--- config.mk ---
export PLATFORM = sky130hd
export DESIGN_NAME = hsv_to_rgb_pixel
export DESIGN_NICKNAME = d
export VERILOG_FILES = /design/src/hdl/hsv2rgb_pkg.sv /design/src/hdl/hsv_to_rgb_pixel.sv /design/src/hdl/hsv2rgb_ctrl.sv /design/src/hdl/hsv2rgb_front.sv /design/src/hdl/hsv2rgb_back.sv
export SDC_FILE = /design/constraint.sdc
export NUM_CORES = 2
export LEC_CHECK = 0
export ABC_AREA = 1
export BUFFER_PORTS_ARGS = -buffer_cell sky130_fd_sc_hd__buf_2
export CAP_MARGIN = 20
export CORE_ASPECT_RATIO = 1.75
export CORE_UTILIZATION = 60
export DETAILED_ROUTE_END_ITERATION = 8
export PLACE_DENSITY_LB_ADDON = 0.25
export REMOVE_ABC_BUFFERS = 1
export SYNTH_ARGS = -nofsm -noshare
export SYNTH_HDL_FRONTEND = slang
export SYNTH_SLANG_ARGS = --single-unit
--- constraint.sdc ---
create_clock -name clock -period 12.05 [get_ports clock]
set_input_delay 1.8075 -clock clock [delete_from_list [all_inputs] [get_ports clock]]
set_output_delay 1.8075 -clock clock [all_outputs]
set_load 0.01 [all_outputs]
--- src/hdl/hsv2rgb_pkg.sv ---
package hsv2rgb_pkg;

   // Pipeline depth in register stages.
   localparam int STAGES = 7;

   localparam int CHANNEL_BITS_DEFAULT = 8;

   // Width of a Q1.16 component.
   localparam int COMP_W = 17;

   localparam logic [16:0] ONE_Q16 = 17'h10000;

   // One sector is 60 degrees in 1/64 degree units.
   localparam logic [16:0] SECTOR_UNITS = 17'd3840;

   // Nine sectors of bias keep the biased hue non-negative.
   localparam logic [4:0]  HUE_BIAS_SECTORS = 5'd9;
   localparam logic [17:0] HUE_BIAS = 18'd34560;

   // floor(x / 15) == (x * 2185) >> 15 for every 9-bit x.
   localparam logic [20:0] DIV15_RECIP = 21'd2185;

   // floor(rem * 65536 / 3840) == (rem * 1118482) >> 16 for rem below 3840.
   localparam logic [20:0] FRAC_RECIP = 21'd1118482;

   typedef enum logic [2:0] {
      SEC_RED_YEL = 3'd0,
      SEC_YEL_GRN = 3'd1,
      SEC_GRN_CYN = 3'd2,
      SEC_CYN_BLU = 3'd3,
      SEC_BLU_MAG = 3'd4,
      SEC_MAG_RED = 3'd5
   } sector_type;

   // Per-pixel decisions that ride along with the arithmetic.
   typedef struct packed {
      sector_type sector;
      logic       hue_err;
      logic       v_zero;
      logic       s_zero;
   } ctx_type;

endpackage

--- src/hdl/hsv_to_rgb_pixel.sv ---
// HSV to RGB pixel converter. Takes one pixel per clock unless stalled (hue signed in 1/64
// degree, saturation and brightness unsigned Q1.16, values above 1.0 clamp to 1.0) and
// returns red, green and blue of CHANNEL_BITS each, the same three packed as
// red-green-blue from the top, and a flag for a hue more than one sector outside
// 0..360 degrees at nonzero saturation and brightness, which also forces white. Every
// pixel passes through a seven-stage pipeline with at most one multiplier level per stage;
// a new transaction may enter on every clock, and back-pressure on the result
// side only stops the stages that are full, so empty stages keep filling.
module hsv_to_rgb_pixel #(
   parameter int CHANNEL_BITS = hsv2rgb_pkg::CHANNEL_BITS_DEFAULT
) (
   input  logic                          clock,
   input  logic                          reset,
   input  logic                          req_valid,
   output logic                          req_ready,
   input  logic signed [15:0]            req_hue,
   input  logic [16:0]                   req_saturation,
   input  logic [16:0]                   req_brightness,
   output logic                          rsp_valid,
   input  logic                          rsp_ready,
   output logic [CHANNEL_BITS-1:0]       rsp_red,
   output logic [CHANNEL_BITS-1:0]       rsp_green,
   output logic [CHANNEL_BITS-1:0]       rsp_blue,
   output logic [3*CHANNEL_BITS-1:0]     rsp_packed_color,
   output logic                          rsp_hue_error
);

   logic [hsv2rgb_pkg::STAGES-1:0] stage_en;
   logic [16:0]                    p_val, q_val, t_val, v_val;
   hsv2rgb_pkg::ctx_type           ctx;

   hsv2rgb_ctrl u_ctrl (
      .clock     (clock),
      .reset     (reset),
      .req_valid (req_valid),
      .req_ready (req_ready),
      .rsp_valid (rsp_valid),
      .rsp_ready (rsp_ready),
      .stage_en  (stage_en)
   );

   hsv2rgb_front u_front (
      .clock    (clock),
      .stage_en (stage_en),
      .in_hue   (req_hue),
      .in_sat   (req_saturation),
      .in_val   (req_brightness),
      .p_out    (p_val),
      .q_out    (q_val),
      .t_out    (t_val),
      .v_out    (v_val),
      .ctx_out  (ctx)
   );

   hsv2rgb_back #(
      .CHANNEL_BITS (CHANNEL_BITS)
   ) u_back (
      .clock    (clock),
      .stage_en (stage_en),
      .p_in     (p_val),
      .q_in     (q_val),
      .t_in     (t_val),
      .v_in     (v_val),
      .ctx_in   (ctx),
      .red      (rsp_red),
      .green    (rsp_green),
      .blue     (rsp_blue),
      .hue_err  (rsp_hue_error)
   );

   assign rsp_packed_color = {rsp_red, rsp_green, rsp_blue};

endmodule

--- src/hdl/hsv2rgb_ctrl.sv ---
module hsv2rgb_ctrl (
   input  logic                              clock,
   input  logic                              reset,
   input  logic                              req_valid,
   output logic                              req_ready,
   output logic                              rsp_valid,
   input  logic                              rsp_ready,
   output logic [hsv2rgb_pkg::STAGES-1:0]    stage_en
);

   logic [hsv2rgb_pkg::STAGES-1:0] valid_ff;
   logic [hsv2rgb_pkg::STAGES-1:0] valid_in;
   logic [hsv2rgb_pkg::STAGES:0]   ready_chain;

   // A stage may load when it is empty or when its content moves on.
   always_comb begin
      ready_chain[hsv2rgb_pkg::STAGES] = rsp_ready;
      for (int k = hsv2rgb_pkg::STAGES - 1; k >= 0; k--) begin
         ready_chain[k] = !valid_ff[k] || ready_chain[k+1];
      end
   end

   always_comb begin
      valid_in[0] = ready_chain[0] ? req_valid : valid_ff[0];
      for (int k = 1; k < hsv2rgb_pkg::STAGES; k++) begin
         valid_in[k] = ready_chain[k] ? valid_ff[k-1] : valid_ff[k];
      end
   end

   always_ff @(posedge clock) begin
      if (reset) begin
         valid_ff <= '0;
      end else begin
         valid_ff <= valid_in;
      end
   end

   assign req_ready = ready_chain[0];
   assign rsp_valid = valid_ff[hsv2rgb_pkg::STAGES-1];
   assign stage_en  = ready_chain[hsv2rgb_pkg::STAGES-1:0];

endmodule

--- src/hdl/hsv2rgb_front.sv ---
module hsv2rgb_front (
   input  logic                              clock,
   input  logic [hsv2rgb_pkg::STAGES-1:0]    stage_en,
   input  logic signed [15:0]                in_hue,
   input  logic [16:0]                       in_sat,
   input  logic [16:0]                       in_val,
   output logic [16:0]                       p_out,
   output logic [16:0]                       q_out,
   output logic [16:0]                       t_out,
   output logic [16:0]                       v_out,
   output hsv2rgb_pkg::ctx_type              ctx_out
);

   // Stage 0: clamp, bias the hue and find the sector index.
   logic [16:0] s_clamp, v_clamp;
   logic [17:0] hue_biased;
   logic [16:0] u_in;
   logic [20:0] quot_prod;
   logic [4:0]  quot_in;

   logic [16:0] u_ff, s0_ff, v0_ff;
   logic [4:0]  quot_ff;
   logic        vz0_ff, sz0_ff;

   always_comb begin
      s_clamp    = (in_sat > hsv2rgb_pkg::ONE_Q16) ? hsv2rgb_pkg::ONE_Q16 : in_sat;
      v_clamp    = (in_val > hsv2rgb_pkg::ONE_Q16) ? hsv2rgb_pkg::ONE_Q16 : in_val;
      hue_biased = 18'(in_hue) + hsv2rgb_pkg::HUE_BIAS;
      u_in       = hue_biased[16:0];
      quot_prod  = 21'(u_in[16:8]) * hsv2rgb_pkg::DIV15_RECIP;
      quot_in    = quot_prod[19:15];
   end

   always_ff @(posedge clock) begin
      if (stage_en[0]) begin
         u_ff    <= u_in;
         quot_ff <= quot_in;
         s0_ff   <= s_clamp;
         v0_ff   <= v_clamp;
         vz0_ff  <= (v_clamp == '0);
         sz0_ff  <= (s_clamp == '0);
      end
   end

   // Stage 1: remainder within the sector, sector decode and p.
   logic [16:0]             rem_wide;
   logic [11:0]             rem_in;
   hsv2rgb_pkg::sector_type sector_in;
   logic                    hue_err_in;
   logic [33:0]             p_prod;

   logic [11:0]          rem_ff;
   logic [16:0]          s1_ff, v1_ff, p1_ff;
   hsv2rgb_pkg::ctx_type ctx1_ff;

   always_comb begin
      rem_wide   = u_ff - 17'(quot_ff) * hsv2rgb_pkg::SECTOR_UNITS;
      rem_in     = rem_wide[11:0];
      hue_err_in = 1'b0;
      sector_in  = hsv2rgb_pkg::SEC_RED_YEL;
      if (quot_ff inside {[hsv2rgb_pkg::HUE_BIAS_SECTORS :
                           hsv2rgb_pkg::HUE_BIAS_SECTORS + 5]}) begin
         sector_in = hsv2rgb_pkg::sector_type'(3'(quot_ff - hsv2rgb_pkg::HUE_BIAS_SECTORS));
      end else if (quot_ff == hsv2rgb_pkg::HUE_BIAS_SECTORS - 5'd1) begin
         // One sector below zero wraps to magenta-red.
         sector_in = hsv2rgb_pkg::SEC_MAG_RED;
      end else if (quot_ff == hsv2rgb_pkg::HUE_BIAS_SECTORS + 5'd6) begin
         // A full turn wraps back to red-yellow.
         sector_in = hsv2rgb_pkg::SEC_RED_YEL;
      end else begin
         hue_err_in = 1'b1;
      end
      p_prod = 34'(v0_ff) * 34'(hsv2rgb_pkg::ONE_Q16 - s0_ff);
   end

   always_ff @(posedge clock) begin
      if (stage_en[1]) begin
         rem_ff          <= rem_in;
         s1_ff           <= s0_ff;
         v1_ff           <= v0_ff;
         p1_ff           <= p_prod[32:16];
         ctx1_ff.sector  <= sector_in;
         ctx1_ff.hue_err <= hue_err_in;
         ctx1_ff.v_zero  <= vz0_ff;
         ctx1_ff.s_zero  <= sz0_ff;
      end
   end

   // Stage 2: fraction f within the sector, Q0.16.
   logic [32:0] f_prod;

   logic [15:0]          f_ff;
   logic [16:0]          s2_ff, v2_ff, p2_ff;
   hsv2rgb_pkg::ctx_type ctx2_ff;

   assign f_prod = 33'(rem_ff) * 33'(hsv2rgb_pkg::FRAC_RECIP);

   always_ff @(posedge clock) begin
      if (stage_en[2]) begin
         f_ff    <= f_prod[31:16];
         s2_ff   <= s1_ff;
         v2_ff   <= v1_ff;
         p2_ff   <= p1_ff;
         ctx2_ff <= ctx1_ff;
      end
   end

   // Stage 3: s*f and s*(1-f).
   logic [33:0] sf_prod, sfc_prod;

   logic [16:0]          sf_ff, sfc_ff;
   logic [16:0]          v3_ff, p3_ff;
   hsv2rgb_pkg::ctx_type ctx3_ff;

   always_comb begin
      sf_prod  = 34'(s2_ff) * 34'(f_ff);
      sfc_prod = 34'(s2_ff) * 34'(hsv2rgb_pkg::ONE_Q16 - 17'(f_ff));
   end

   always_ff @(posedge clock) begin
      if (stage_en[3]) begin
         sf_ff   <= sf_prod[32:16];
         sfc_ff  <= sfc_prod[32:16];
         v3_ff   <= v2_ff;
         p3_ff   <= p2_ff;
         ctx3_ff <= ctx2_ff;
      end
   end

   // Stage 4: q and t.
   logic [33:0] q_prod, t_prod;

   logic [16:0]          q_ff, t_ff, v4_ff, p4_ff;
   hsv2rgb_pkg::ctx_type ctx4_ff;

   always_comb begin
      q_prod = 34'(v3_ff) * 34'(hsv2rgb_pkg::ONE_Q16 - sf_ff);
      t_prod = 34'(v3_ff) * 34'(hsv2rgb_pkg::ONE_Q16 - sfc_ff);
   end

   always_ff @(posedge clock) begin
      if (stage_en[4]) begin
         q_ff    <= q_prod[32:16];
         t_ff    <= t_prod[32:16];
         v4_ff   <= v3_ff;
         p4_ff   <= p3_ff;
         ctx4_ff <= ctx3_ff;
      end
   end

   assign p_out   = p4_ff;
   assign q_out   = q_ff;
   assign t_out   = t_ff;
   assign v_out   = v4_ff;
   assign ctx_out = ctx4_ff;

endmodule

--- src/hdl/hsv2rgb_back.sv ---
module hsv2rgb_back #(
   parameter int CHANNEL_BITS = hsv2rgb_pkg::CHANNEL_BITS_DEFAULT
) (
   input  logic                              clock,
   input  logic [hsv2rgb_pkg::STAGES-1:0]    stage_en,
   input  logic [16:0]                       p_in,
   input  logic [16:0]                       q_in,
   input  logic [16:0]                       t_in,
   input  logic [16:0]                       v_in,
   input  hsv2rgb_pkg::ctx_type              ctx_in,
   output logic [CHANNEL_BITS-1:0]           red,
   output logic [CHANNEL_BITS-1:0]           green,
   output logic [CHANNEL_BITS-1:0]           blue,
   output logic                              hue_err
);

   localparam int WIDE_W = hsv2rgb_pkg::COMP_W + CHANNEL_BITS;

   // Stage 5: pick the components for the sector and the special cases.
   logic [16:0] r_sel, g_sel, b_sel;
   logic        err_sel;

   logic [16:0] r_ff, g_ff, b_ff;
   logic        err5_ff;

   always_comb begin
      r_sel   = v_in;
      g_sel   = v_in;
      b_sel   = v_in;
      err_sel = 1'b0;
      if (ctx_in.v_zero) begin
         r_sel = '0;
         g_sel = '0;
         b_sel = '0;
      end else if (ctx_in.s_zero) begin
         r_sel = v_in;
         g_sel = v_in;
         b_sel = v_in;
      end else if (ctx_in.hue_err) begin
         r_sel   = hsv2rgb_pkg::ONE_Q16;
         g_sel   = hsv2rgb_pkg::ONE_Q16;
         b_sel   = hsv2rgb_pkg::ONE_Q16;
         err_sel = 1'b1;
      end else begin
         case (ctx_in.sector)
            hsv2rgb_pkg::SEC_RED_YEL: begin
               r_sel = v_in; g_sel = t_in; b_sel = p_in;
            end
            hsv2rgb_pkg::SEC_YEL_GRN: begin
               r_sel = q_in; g_sel = v_in; b_sel = p_in;
            end
            hsv2rgb_pkg::SEC_GRN_CYN: begin
               r_sel = p_in; g_sel = v_in; b_sel = t_in;
            end
            hsv2rgb_pkg::SEC_CYN_BLU: begin
               r_sel = p_in; g_sel = q_in; b_sel = v_in;
            end
            hsv2rgb_pkg::SEC_BLU_MAG: begin
               r_sel = t_in; g_sel = p_in; b_sel = v_in;
            end
            hsv2rgb_pkg::SEC_MAG_RED: begin
               r_sel = v_in; g_sel = p_in; b_sel = q_in;
            end
            default: begin
               r_sel = v_in; g_sel = v_in; b_sel = v_in;
            end
         endcase
      end
   end

   always_ff @(posedge clock) begin
      if (stage_en[5]) begin
         r_ff    <= r_sel;
         g_ff    <= g_sel;
         b_ff    <= b_sel;
         err5_ff <= err_sel;
      end
   end

   // Stage 6: scale each component by 2^CHANNEL_BITS - 1 and drop 16 fraction bits.
   logic [WIDE_W-1:0] r_ext, g_ext, b_ext;
   logic [WIDE_W-1:0] r_scaled, g_scaled, b_scaled;

   logic [CHANNEL_BITS-1:0] red_ff, green_ff, blue_ff;
   logic                    err6_ff;

   always_comb begin
      r_ext    = WIDE_W'(r_ff);
      g_ext    = WIDE_W'(g_ff);
      b_ext    = WIDE_W'(b_ff);
      r_scaled = (r_ext << CHANNEL_BITS) - r_ext;
      g_scaled = (g_ext << CHANNEL_BITS) - g_ext;
      b_scaled = (b_ext << CHANNEL_BITS) - b_ext;
   end

   always_ff @(posedge clock) begin
      if (stage_en[6]) begin
         red_ff   <= r_scaled[16 +: CHANNEL_BITS];
         green_ff <= g_scaled[16 +: CHANNEL_BITS];
         blue_ff  <= b_scaled[16 +: CHANNEL_BITS];
         err6_ff  <= err5_ff;
      end
   end

   assign red     = red_ff;
   assign green   = green_ff;
   assign blue    = blue_ff;
   assign hue_err = err6_ff;

endmodule

# After elaboration in Yosys (flattened, before gate mapping)
# Cells that the tools add are included.
dict set report word_totals {
  reg_bits 427
  latch_bits 0
  ramBits 0
  mem_bits_ro 0
  output_inout_bits 51
  n_memories 0
}
dict set report classes {
  addsub 10
  n_mul 8
  div 0
  magnitude_cmp 4
  n_eq_ne 7
  shift 0
  n_mux 15
  bitwise_logic 0
  reduce_logical 23
}
# operator n
set ops {}
lappend ops {{17-bit one-hot mux with 3 select lines} 3}
lappend ops {{17-bit by 34-bit multiplier with 33-bit output} 4}
lappend ops {{17-bit two-way mux} 8}
lappend ops {{24-bit by 17-bit subtractor with 24-bit output} 3}
lappend ops {{17-bit by 17-bit subtractor with 18-bit output, first input constant} 3}
lappend ops {{17-bit greater-than comparator, second input constant} 2}
lappend ops {{17-bit logical NOT} 2}
lappend ops {{17-bit by 16-bit multiplier with 33-bit output} 1}
lappend ops {{12-bit by 20-bit multiplier with 31-bit output, second input constant} 1}
lappend ops {{9-bit by 12-bit multiplier with 20-bit output, second input constant} 1}
lappend ops {{17-bit by 16-bit subtractor with 18-bit output, first input constant} 1}
lappend ops {{16-bit by 17-bit adder with 17-bit output, second input constant} 1}
lappend ops {{12-bit subtractor} 1}
lappend ops {{5-bit by 4-bit == test with 1-bit output, second input constant} 2}
lappend ops {{2-bit OR reduction} 5}
lappend ops {{1-bit logical NOT} 7}
lappend ops {{1-bit logical OR} 7}
lappend ops {{3-bit by 2-bit == test with 1-bit output, second input constant} 2}
lappend ops {{3-bit == test, second input constant} 2}
lappend ops {{3-bit two-way mux} 2}
lappend ops {{5-bit by 4-bit >= comparator with 1-bit output, second input constant} 1}
lappend ops {{5-bit by 4-bit <= comparator with 1-bit output, second input constant} 1}
lappend ops {{5-bit by 4-bit multiplier with 4-bit output, second input constant} 1}
lappend ops {{3-bit by 1-bit == test with 1-bit output, second input constant} 1}
lappend ops {{4 further kinds} 5}

# Longest topological paths before layout
dict set report depth {
  ltp_word 8
  ltp_mapped 39
  mapped_depth_nobuf 37
}

# Hierarchy
# A second synthesis with hierarchy kept.
dict set report hier_totals {
  hier_cells 9136
  area_unflattened_um2 73051.3
}
# module n_inst cells_per_inst area_each_um2 seq_area_each_um2
set by_module_without_submodules {}
lappend by_module_without_submodules {hsv2rgb_front 1 7855 64957.3 10299.9}
lappend by_module_without_submodules {hsv2rgb_back 1 1224 7622.3 2312.2}
lappend by_module_without_submodules {hsv2rgb_ctrl 1 33 291.5 140.1}
lappend by_module_without_submodules {hsv_to_rgb_pixel 1 24 180.2 0.0}

# Worst setup path before layout
# OpenSTA, ideal clock, no wires.
dict set report synth_timing {
  kind {input port to output port}
  start {input rsp_ready}
  end {output req_ready}
  arrival_time_ns 9.749
  required_time_ns 10.242
  path_slack_ns 0.493
  cell_stages 12
  path_buffers 0
  cell_sequence {nor2_1 > inv_1 > nor2_1 > inv_1 > nor2_1 > inv_1 > nor2_1 > inv_1 > nor2_1 > inv_1 > nor2_1 > nand2_1}
}
dict set report synth_between {
  elab_chain_cells 7
}
# item line_no
set synth_lines {}
lappend synth_lines {{from (decl)} hsv_to_rgb_pixel.sv:20} ;# input logic rsp_ready,
lappend synth_lines {{1-bit logical OR} hsv2rgb_ctrl.sv:19} ;# ready_chain[k] = !valid_ff[k] || ready_chain[k+1];
lappend synth_lines {{named net stage_en (one bit)} hsv_to_rgb_pixel.sv:28} ;# logic [hsv2rgb_pkg::STAGES-1:0] stage_en;
lappend synth_lines {{1-bit logical OR} hsv2rgb_ctrl.sv:19}
lappend synth_lines {{named net stage_en (one bit)} hsv_to_rgb_pixel.sv:28}
lappend synth_lines {{1-bit logical OR} hsv2rgb_ctrl.sv:19}
lappend synth_lines {{named net stage_en (one bit)} hsv_to_rgb_pixel.sv:28}
lappend synth_lines {{1-bit logical OR} hsv2rgb_ctrl.sv:19}
lappend synth_lines {{named net stage_en (one bit)} hsv_to_rgb_pixel.sv:28}
lappend synth_lines {{1-bit logical OR} hsv2rgb_ctrl.sv:19}
lappend synth_lines {{named net stage_en (one bit)} hsv_to_rgb_pixel.sv:28}
lappend synth_lines {{1-bit logical OR (2 in series)} hsv2rgb_ctrl.sv:19}
lappend synth_lines {{to (decl)} hsv_to_rgb_pixel.sv:15} ;# output logic req_ready,
# The timed path passes the listed nets, and every way through them passes these cells.

# Final worst setup path
dict set report layout_timing {
  start {register u_front.sf_ff[0]}
  end {register u_front.q_ff[6] (netlist: u_front.q_out[6]), data pin}
}
dict set report layout_between {
  elab_chain_cells 2
}
# item line_no
set layout_lines {}
lappend layout_lines {{from (decl)} hsv2rgb_front.sv:111} ;# logic [16:0] sf_ff, sfc_ff;
lappend layout_lines {{from (signal assigned)} hsv2rgb_front.sv:122} ;# sf_ff <= sf_prod[32:16];
lappend layout_lines {{17-bit by 17-bit subtractor with 18-bit output} hsv2rgb_front.sv:137} ;# q_prod = 34'(v3_ff) * 34'(hsv2rgb_pkg::ONE_Q16 - sf_ff);
lappend layout_lines {{17-bit by 34-bit multiplier with 33-bit output} hsv2rgb_front.sv:137}
lappend layout_lines {{named net u_front.q_prod[22]} hsv2rgb_front.sv:131} ;# logic [33:0] q_prod, t_prod;
lappend layout_lines {{to (signal assigned)} hsv2rgb_front.sv:143} ;# q_ff <= q_prod[32:16];
lappend layout_lines {{to (decl)} hsv2rgb_front.sv:133} ;# logic [16:0] q_ff, t_ff, v4_ff, p4_ff;
# The timed path passes the listed nets, and every way through them passes these cells.
# A chain may end at the register's enable or synchronous reset.

==> metrics <==
status finished with violations; failing checks DRC; core box area 118700 um2; hpwl dp 181700 um; TNS Setup 0 ps; Starting DRT DRC Count 3925; CP max FO 17; Most used DFF post-synth edfxtp_1; Vias/cell 5.680; Cells after Synth 8461; RR Endpoint u_front.q_out[6]$_DFFE_PP_; Worst EP arrival 9010 ps; # Post-CTS Setup Buffers 0; Yosys cell types 61; DRC 1; Yosys top cell area share 0.3653; CTS Buffer Depth 3; Site Rows 167; FF-to-FF Start u_front.sf_ff[0]$_DFFE_PP_; count of input and output buffers 104; final setup vio count 0; Max Fclk 115.0 MHz; Worst Reg2Reg Path Length in Cells 25; Synth area leader fa_1; CP top delay family adder cells; cts repair resizes 0; R2R setup slack 3350 ps; DR pass1 iterations 9; register area share after synthesis 0.1768; DP Area 74030 um2; initial antenna violation count 8; Die Area 121700 um2; clk sinks 427; ys async rst share 0; Root Buffer clkbuf_16; Via Count 56670; Routed WL 221600 um; chip height 460.7 um; Total GRT Usage 0.3748; final instance area 75460 um2; Avg Inst Size Synth 8.524 um2; drt wl/cell 22.22 um; EDFF count, synth 420; first-pass GRT wire length 338300 um; synth cell count leaders 2231 x inv_1, 1718 x nand2_1, 1316 x fa_1, 738 x nor2_1, 526 x ha_1; Final Max Tran Viols 0; most common cell in the netlist inv_1; hold_buf cts 0; chip width 264.1 um; uppermost layer routed met5; crit-path max cell delay 800 ps; Setup CP Type flop to flop; Worst Tran Pin Value 1132 ps; slowest cell on the critical path xor2_1; Worst Setup Start Kind flop; cell total after placement 9896; Fin. Hold Viols 0; gpl congestion 1.046; largest net degree at the start of global routing 67; share of cells above drive strength 1 0.03820; # nets final 10320; insertion delay to the later sink of the worst-skew pair 650 ps; met2 routed WL 112600 um; Critical Path RT 12360 ps; overflow left after global routing 0; Initial Util 0.6077; synthesized area 72130 um2; dominant cells by area after synthesis fa_1 37%, edfxtp_1 17%, inv_1 12%; FF+latch count, synth 427; met3 wire len 14430 um; Hold Crit Start u_front.s1_ff[4]$_DFFE_PP_; CP Capture Type flop; Buf/Inv on CP 7; Layout area overhead 4.618%; period utilisation layout 0.7219; vias in the first global route 60480; worst hold path depth 0; Period minus WS final 8699 ps; RSZ-0062 raised after global routing false; Worst Hold Class flop to flop; WHS Endpoint u_front.s2_ff[4]$_DFFE_PP_; post-route ant nets 0; Rel. slew slack 0.2406; CTS tree yes; Post-Layout Cell Count 9977; Final Skew 32.02 ps; Clk pin slew, worst setup/hold paths 70 ps; met1 WL 66730 um; I/O pin count 105; Syn. warnings 0; Max Cap Viol 0; H-Tree Depth 2; CTS Buf Count 44
-- state kept, by name, summed over array words and instances, names as in the netlist, 16 cells and up --
signal,cells
u_back.b_ff,17
u_back.g_ff,17
u_back.r_ff,17
u_front.f_ff,16
u_front.p1_ff,17
u_front.p2_ff,17
u_front.p3_ff,17
u_front.p_out,17
u_front.q_out,17
u_front.s0_ff,17
u_front.s1_ff,17
u_front.s2_ff,17
u_front.sf_ff,17
u_front.sfc_ff,17
u_front.t_out,17
u_front.v0_ff,17
u_front.v1_ff,17
u_front.v2_ff,17
u_front.v3_ff,17
u_front.v_out,17
-- placed cells by master (no fill, tap or decap), types with 75 or more instances in the layout --
master    count
a21oi_1     269
buf_2       104
buf_4        75
edfxtp_1    420
fa_1       1316
ha_1        526
inv_1      2226
nand2_1    1717
nand3_1     155
nand4_1      84
nor2_1      733
o21ai_0     172
xor2_1      119
-- worst max path at each step --
stage	from	end	slack (ps)	depth (start not counted)
final	u_front.sf_ff[0]$_DFFE_PP_	u_front.q_out[6]$_DFFE_PP_	3350	25
after global routing	u_front.sf_ff[0]$_DFFE_PP_	u_front.q_out[6]$_DFFE_PP_	3020	25
after CTS	u_front.sf_ff[0]$_DFFE_PP_	u_front.q_out[11]$_DFFE_PP_	3960	28
after detailed placement	u_front.sf_ff[0]$_DFFE_PP_	u_front.q_out[11]$_DFFE_PP_	3980	28
after global placement	u_front.s0_ff[0]$_DFFE_PP_	u_front.p1_ff[13]$_DFFE_PP_	4000	31
after floorplan	rsp_ready	req_ready	490	12
-- through the flow --
step	setup slack (ps)	hold slack (ps)	util
floorplan	493.5	400.3	-
finish	3351	407.9	0.6358
CTS	3963	406.1	0.6357
detailed placement	3983	404.5	0.6238
global placement	3997	400.2	0.6232
global route	3019	413.5	0.6358
-- cell families after synthesis --
group / count (synthesis) / share of synthesized area
simple gates: 2842 / 0.1596
buf+inv: 2542 / 0.1346
fa+ha+maj: 1842 / 0.4565
compound gates: 629 / 0.05031
flops: 427 / 0.1768
xor+xnor: 179 / 0.02210
-- per-layer routing --
metal,track usage,up-vias
met5,0,-
met4,0.3857,12
met3,0.06236,1169
met2,0.6711,2629
met1,0.3506,27730
li1,-,25140
-- final cells by class --
cell class / instances / area (um2)
sequential: 427 / 12750
clock buffer: 49 / 1120
timing repair buffer: 182 / 1150
tap: 1521 / 1903
clock inverter: 30 / 291.5
multi-input combinational: 5492 / 49700
antenna: 1 / 2.502
inverter: 2275 / 8542
fill: 10200 / 43230
Power is not shown: default switching activity piles up to over one toggle a cycle in this logic, so the estimate is an artifact.
